--- src/utf8d_pkg.sv ---
// Shared constants, types and helper functions for the UTF-8 stream decoder.
package utf8d_pkg;

  localparam int unsigned MaxResults = 4;

  localparam logic [20:0] CpRawBase   = 21'h110000;
  localparam logic [20:0] CpMin2      = 21'h000080;
  localparam logic [20:0] CpMin3      = 21'h000800;
  localparam logic [20:0] CpSurrLo    = 21'h00D800;
  localparam logic [20:0] CpSurrHi    = 21'h00DFFF;
  localparam logic [20:0] CpMin4      = 21'h010000;
  localparam logic [20:0] CpMax       = 21'h10FFFF;

  localparam logic [7:0] MaskLead2 = 8'hE0;
  localparam logic [7:0] CodeLead2 = 8'hC0;
  localparam logic [7:0] MaskLead3 = 8'hF0;
  localparam logic [7:0] CodeLead3 = 8'hE0;
  localparam logic [7:0] MaskLead4 = 8'hF8;
  localparam logic [7:0] CodeLead4 = 8'hF0;
  localparam logic [1:0] ContTag   = 2'b10;

  // Sequence length code: 1 means not a lead byte
  typedef logic [2:0] seq_len_t;

  // One decoded result
  typedef struct packed {
    logic [20:0] cp;
    logic        raw;
  } res_t;

  // Length of the sequence that a lead byte opens
  function automatic seq_len_t seq_len(input logic [7:0] lead);
    seq_len_t len;
    if ((lead & MaskLead2) == CodeLead2) begin
      len = 3'd2;
    end else if ((lead & MaskLead3) == CodeLead3) begin
      len = 3'd3;
    end else if ((lead & MaskLead4) == CodeLead4) begin
      len = 3'd4;
    end else begin
      len = 3'd1;
    end
    return len;
  endfunction

  // Raw escape of a byte: 0x110000 plus the byte
  function automatic res_t raw_res(input logic [7:0] b);
    res_t r;
    r.cp  = CpRawBase | {13'd0, b};
    r.raw = 1'b1;
    return r;
  endfunction

endpackage

--- src/utf8_stream_decoder_top.sv ---
// UTF-8 stream decoder: one byte per request in, code points or raw escapes out.
// A result appears on the master side in the cycle after its byte is accepted.
// One byte per cycle while each byte yields at most one result and the master side
// takes it; a byte that yields more results (up to four) holds intake until only its
// last result waits and is taken. Reset (rst, synchronous) empties the queue and drops
// any pending sequence.
module utf8_stream_decoder_top (
  input  logic        clk,
  input  logic        rst,
  input  logic        s_tvalid,
  output logic        s_tready,
  input  logic [7:0]  s_tdata,   // [7:0] byte_in
  input  logic        s_tlast,   // buffer_end
  output logic        m_tvalid,
  input  logic        m_tready,
  output logic [23:0] m_tdata,   // [20:0] code_point, [21] run_last, [23:22] zero
  output logic        m_tuser,   // is_raw
  output logic        m_tlast    // stream_end
);

  // Decoder state
  logic [1:0] pc, pc_next;
  logic [7:0] lead, lead_next;
  logic [7:0] c0, c0_next;
  logic [7:0] c1, c1_next;

  // Result queue (slot 0 is the head)
  utf8d_pkg::res_t q [utf8d_pkg::MaxResults];
  logic [2:0]      rem;
  logic            q_end;

  // Result list built for the byte at the input
  utf8d_pkg::res_t lst [utf8d_pkg::MaxResults];
  logic [2:0]      n;

  logic accept, pop;
  logic do_flush, do_fresh, do_complete;
  utf8d_pkg::seq_len_t lead_len;
  logic [20:0] val;
  logic        val_ok;

  assign accept   = s_tvalid && s_tready;
  assign m_tvalid = (rem != 3'd0);
  assign pop      = m_tvalid && m_tready;
  assign s_tready = (rem == 3'd0) || ((rem == 3'd1) && m_tready);

  // Assemble the scalar of a completing sequence and range-check it
  always_comb begin
    lead_len = utf8d_pkg::seq_len(lead);
    case (lead_len)
      3'd2: begin
        val    = {10'd0, lead[4:0], s_tdata[5:0]};
        val_ok = (val >= utf8d_pkg::CpMin2);
      end
      3'd3: begin
        val    = {5'd0, lead[3:0], c0[5:0], s_tdata[5:0]};
        val_ok = (val >= utf8d_pkg::CpMin3) &&
                 !((val >= utf8d_pkg::CpSurrLo) && (val <= utf8d_pkg::CpSurrHi));
      end
      default: begin
        val    = {lead[2:0], c0[5:0], c1[5:0], s_tdata[5:0]};
        val_ok = (val >= utf8d_pkg::CpMin4) && (val <= utf8d_pkg::CpMax);
      end
    endcase
  end

  // Decode one byte into a list of results and the next state
  always_comb begin
    pc_next   = pc;
    lead_next = lead;
    c0_next   = c0;
    c1_next   = c1;
    n         = 3'd0;
    for (int i = 0; i < utf8d_pkg::MaxResults; i++) begin
      lst[i] = '0;
    end
    do_flush    = 1'b0;
    do_fresh    = 1'b0;
    do_complete = 1'b0;

    // Classify against the pending sequence
    if (pc == 2'd0) begin
      do_fresh = 1'b1;
    end else if (s_tdata[7:6] != utf8d_pkg::ContTag) begin
      do_flush = 1'b1;
      do_fresh = 1'b1;
    end else if (({1'b0, pc} + 3'd1) >= lead_len) begin
      do_complete = 1'b1;
      if (!val_ok) begin
        do_flush = 1'b1;
      end
    end else begin
      if (pc == 2'd1) begin
        c0_next = s_tdata;
      end else begin
        c1_next = s_tdata;
      end
      pc_next = pc + 2'd1;
    end

    // Drop the pending sequence as raw bytes
    if (do_flush) begin
      lst[n[1:0]] = utf8d_pkg::raw_res(lead);
      n = n + 3'd1;
      if (pc >= 2'd2) begin
        lst[n[1:0]] = utf8d_pkg::raw_res(c0);
        n = n + 3'd1;
      end
      if (pc == 2'd3) begin
        lst[n[1:0]] = utf8d_pkg::raw_res(c1);
        n = n + 3'd1;
      end
      pc_next = 2'd0;
    end

    // Finish a sequence: scalar, or the last byte raw after the flush
    if (do_complete) begin
      if (val_ok) begin
        lst[n[1:0]].cp  = val;
        lst[n[1:0]].raw = 1'b0;
      end else begin
        lst[n[1:0]] = utf8d_pkg::raw_res(s_tdata);
      end
      n = n + 3'd1;
      pc_next = 2'd0;
    end

    // Handle the byte with nothing pending
    if (do_fresh) begin
      if (s_tdata[7] == 1'b0) begin
        lst[n[1:0]].cp  = {13'd0, s_tdata};
        lst[n[1:0]].raw = 1'b0;
        n = n + 3'd1;
      end else if (utf8d_pkg::seq_len(s_tdata) > 3'd1) begin
        lead_next = s_tdata;
        pc_next   = 2'd1;
      end else begin
        lst[n[1:0]] = utf8d_pkg::raw_res(s_tdata);
        n = n + 3'd1;
      end
    end

    // Truncation at the end of the buffer
    if (s_tlast && (pc_next != 2'd0)) begin
      lst[n[1:0]] = utf8d_pkg::raw_res(lead_next);
      n = n + 3'd1;
      if (pc_next >= 2'd2) begin
        lst[n[1:0]] = utf8d_pkg::raw_res(c0_next);
        n = n + 3'd1;
      end
      if (pc_next == 2'd3) begin
        lst[n[1:0]] = utf8d_pkg::raw_res(c1_next);
        n = n + 3'd1;
      end
      pc_next = 2'd0;
    end
  end

  // Advance decoder state on each accepted request
  always_ff @(posedge clk) begin
    if (rst) begin
      pc   <= 2'd0;
      lead <= 8'd0;
    end else if (accept) begin
      pc   <= pc_next;
      lead <= lead_next;
    end
  end

  always_ff @(posedge clk) begin
    if (accept) begin
      c0 <= c0_next;
      c1 <= c1_next;
    end
  end

  // Queue count: load a new list, or drop the head once taken
  always_ff @(posedge clk) begin
    if (rst) begin
      rem <= 3'd0;
    end else if (accept) begin
      rem <= n;
    end else if (pop) begin
      rem <= rem - 3'd1;
    end
  end

  // Queue payload: load or shift toward the head
  always_ff @(posedge clk) begin
    if (accept) begin
      for (int i = 0; i < utf8d_pkg::MaxResults; i++) begin
        q[i] <= lst[i];
      end
      q_end <= s_tlast;
    end else if (pop) begin
      for (int i = 0; i < utf8d_pkg::MaxResults - 1; i++) begin
        q[i] <= q[i + 1];
      end
    end
  end

  assign m_tdata = {2'b00, (rem == 3'd1), q[0].cp};
  assign m_tuser = q[0].raw;
  assign m_tlast = (rem == 3'd1) && q_end;

  // Intake stays closed while more than one result waits
  assert property (@(posedge clk) disable iff (rst) (rem > 3'd1) |-> !s_tready)
    else $error("input taken while result queue still busy");

  // A raw result always carries 0x110000 plus a byte
  assert property (@(posedge clk) disable iff (rst)
    (m_tvalid && m_tuser) |-> (m_tdata[20:8] == 13'h1100))
    else $error("raw result outside escape range");

  // A decoded scalar is never a surrogate or above the Unicode range
  assert property (@(posedge clk) disable iff (rst)
    (m_tvalid && !m_tuser) |-> ((m_tdata[20:0] <= utf8d_pkg::CpMax) &&
      !((m_tdata[20:0] >= utf8d_pkg::CpSurrLo) && (m_tdata[20:0] <= utf8d_pkg::CpSurrHi))))
    else $error("decoded scalar out of range");

  // Buffer end is only flagged on the last result of a byte
  assert property (@(posedge clk) disable iff (rst) (m_tvalid && m_tlast) |-> m_tdata[21])
    else $error("stream end without run end");

endmodule

--- config.mk ---
export PLATFORM = sky130hd
export DESIGN_NAME = utf8_stream_decoder_top
export DESIGN_NICKNAME = d
export VERILOG_FILES = /design/src/utf8d_pkg.sv /design/src/utf8_stream_decoder_top.sv
export SDC_FILE = /design/constraint.sdc
export NUM_CORES = 1
export LEC_CHECK = 0
export ABC_AREA = 1
export ABC_CLOCK_PERIOD_IN_PS = 8780
export BUFFER_PORTS_ARGS = -buffer_cell sky130_fd_sc_hd__buf_2
export CAP_MARGIN = 20
export CORE_ASPECT_RATIO = 0.75
export CORE_MARGIN = 2
export CORE_UTILIZATION = 50
export CTS_CLUSTER_DIAMETER = 30
export DETAILED_ROUTE_END_ITERATION = 6
export PLACE_DENSITY = 0.65
export SKIP_CTS_REPAIR_TIMING = 1
export SLEW_MARGIN = 20
export SYNTH_ARGS = -nofsm -noshare
export SYNTH_HDL_FRONTEND = slang
export SYNTH_SLANG_ARGS = --single-unit
--- constraint.sdc ---
create_clock -name clk -period 8.78 [get_ports clk]
set_clock_uncertainty 0.1 [all_clocks]
set_input_delay 1.756 -clock clk [delete_from_list [all_inputs] [get_ports clk]]
set_output_delay 1.756 -clock clk [all_outputs]
set_load 0.02 [all_outputs]
==> impl_metrics.toml <==
[outcome]
status = "complete, no violations"

[detailed_routing]
drt.antenna.violating_nets = 0
drtIter0Drc = 1030
wl_per_cell_um = 19.6
drc = 0
via_per_inst = 5.86
drt_wl_total_um = 24000
vias = 7180
first_pass_iters = 6

[cells_and_area]
fillers = 1470
syn_to_final_growth_pct = 8.30
fin_nets = 1045
n_antenna_cell = 0
layout-drive-gt1-share = 0.112

[synth]
synth_top_area_share = 0.395
synthSimpleGateAreaFrac = 0.185
ys_seq_area_frac = 0.427
synth-xor-area-share = 0.00219
netlist_instances = 1012
synthDistinctLibCells = 42
synth_top_family_by_area = "compound AO/OA/AOI/OAI gates"
synth_compound_area_frac = 0.234
synth_fa_ha_area_frac = 0.0391
synthMuxAreaShare = 0
yosysWarnings = 0
synth_area_mm2 = 0.00799
synth.avg_cell_area_um2 = 7.90
netlist_top_cells_area = "edfxtp_1, o21ai_0, nand2_1"
netlist.top_cell.by_area = "edfxtp_1"
synth-seq-cells = 118

[global_route]
grt_max_degree = 69
grt_overflow = 0
grt_pass1_wl_um = 37100
antenna_found_initial = 0
first_global_vias = 6469
track_usage = 0.289

[setup_path]
endpoint_kind = "flip-flop"
crit_fanout = 17
crit_path_max_incr_delay_ns = 0.51
required_ns = 8.86
cp_slowest_cell = "dfxtp_1"
startpoint_type = "flip-flop"
path_class = "reg2reg"
critPathArrivalTime_ns = 6.28

[timing]
hold_violations = 0
rsz0062_at_grt = "no"
setup_violations = 0
hold_slack_ns = 0.416
post-route-min-period_ns = 6.20
worstMarginPinSlew_ns = 0.940
slew_viol_final = 0
tns_ns = 0
max_freq_ghz = 0.161
slew_headroom = 0.373
fin_crit_sh = 0.707

[power]
p_total_uw = 2530
max-vdd-ir-drop_uv = 188
p_per_area_mw_per_mm2 = 293
power.leakage_uw = 0.00359

[cts]
cts_buffers = 17
cts_tree = "built"
cts-htree-levels = 4
root_buffer = "clkbuf_16"
clk_pin_slew_worst_paths_ns = 0.06
clock-sinks = 118
cts_buffer_depth = 2
insertion_delay_ns = 0.43

[die]
ioPinCount = 41
num_rows = 39
die_y_um = 113
die_w_um = 150
coreArea_mm2 = 0.0154
initial_core_util = 0.518
die_area_mm2 = 0.0170

[placed_design]
gp_congestion = 0.984
io_buffer_count = 38
dp_hpwl_um = 16900

[run]
maxCapViolations = 0

[hold_path]
holdCritPathClass = "reg2reg"
==> layout make-up <==
type / instances / area [µm²] / area share
Tap cell: 205 / 256 / 0.0296
Multi-Input combinational cell: 697 / 3710 / 0.429
Clock inverter: 14 / 125 / 0.0145
Timing Repair Buffer: 44 / 235 / 0.0272
Sequential cell: 118 / 3410 / 0.394
Inverter: 129 / 484 / 0.0560
Clock buffer: 18 / 429 / 0.0496
==> metrics by stage <==
step / cells / utilization / instance area [µm²] / setup slack [ns]
after floorplan: 1013 / - / 7990 / 1.08
after global placement: 1193 / 0.525 / 8090 / 2.71
after detailed placement: 1193 / 0.525 / 8090 / 2.55
after CTS: 1225 / 0.561 / 8650 / 2.72
after global routing: 1225 / 0.561 / 8650 / 2.12
final: 1225 / 0.561 / 8650 / 2.58
==> flip-flops by register name (all words and copies together), names as in the netlist <==
register  cells
c1            8
rem           3
q            88
q_end         1
pc            2
lead          8
c0            8
==> final timing paths <==
kind / startpoint / to / slack, ns / cells past startpoint
min reg2reg: rem[2]$_SDFFE_PP0P_ / rem[2]$_SDFFE_PP0P_ / 0.42 / 2
max: lead[6]$_SDFFE_PP0P_ / q[0][50]$_DFFE_PP_ / 2.58 / 28
max reg2reg: lead[6]$_SDFFE_PP0P_ / q[0][50]$_DFFE_PP_ / 2.58 / 28
min: rem[2]$_SDFFE_PP0P_ / rem[2]$_SDFFE_PP0P_ / 0.42 / 2
==> worst max-delay path, delay by kind of cell (launching register included) <==
family,cells,cell delay [ns]
flip-flops,1,0.51
buffers and inverters,5,0.61
AND/OR/NAND/NOR,14,2.34
adder cells (fa/ha/maj),4,1.31
AO/OA/AOI/OAI,5,1.07
==> kinds of logic after synthesis <==
kind of cell | Yosys count
compound gates | 328
xor+xnor | 2
fa+ha+maj | 25
buf+inv | 198
flops | 118
other cells | 1
simple gates | 340
==> cell usage after synthesis <==
cell type  number
edfxtp_1      105
dfxtp_1        13
inv_2           7
o211ai_2        3
o31ai_1         2
o2111ai_1       6
o21ai_1         5
a21oi_2         1
o21ai_4         1
buf_4          24
nand2_4         7
buf_1           2
o221ai_1        2
nor2_1         96
a32o_1          7
nor2_2          2
o211ai_1       18
inv_1         119
nand3b_1        1
nor2_4          3
o32ai_1         2
o2111ai_4       1
o21ai_0       166
a31oi_1        17
ha_1           25
nand3_2         4
clkbuf_2        1
xnor2_1         1
nand2_1       169
xor2_1          1
a21oi_1        81
a221oi_1        1
nand3_1        44
conb_1          1
o22ai_1        15
buf_6           7
clkbuf_1       24
clkinv_1        3
nand2_2         9
nand4_1         4
buf_2          11
or2_2           1
==> where the power goes <==
part           total, µW  internal (µW)  switching (µW)
Combinational        847            210             636
Sequential          1020            943            81.5
Clock                663            390             273
Total               2530           1540             991
==> routing by layer <==
metal  wire, µm  track usage  part of all wire
met5          0            0                 0
met4        572       0.0893             0.024
met3       2490       0.0772              0.10
met2       9880        0.404              0.41
met1      11000        0.436              0.46
==> cell usage in the layout, fill, tap and decap left out, types with 3 or more instances in the layout <==
master and count:
nand2_1 169, o21ai_0 165, inv_1 119, edfxtp_1 105, nor2_1 95, a21oi_1 81, nand3_1 44, buf_2 38
ha_1 25, o211ai_1 18, a31oi_1 17, clkbuf_16 17, o22ai_1 15, dfxtp_1 13, nand2_2 9, inv_2 7
nand2_4 7, a32o_1 7, clkinv_1 6, o2111ai_1 6, buf_4 6, nand3_2 4, nor2_4 4, nand4_1 4
o21ai_1 4, inv_6 4, o21ai_4 3, o211ai_2 3, clkinv_4 3, clkinvlp_4 3
(Power assumes the default switching activity.)
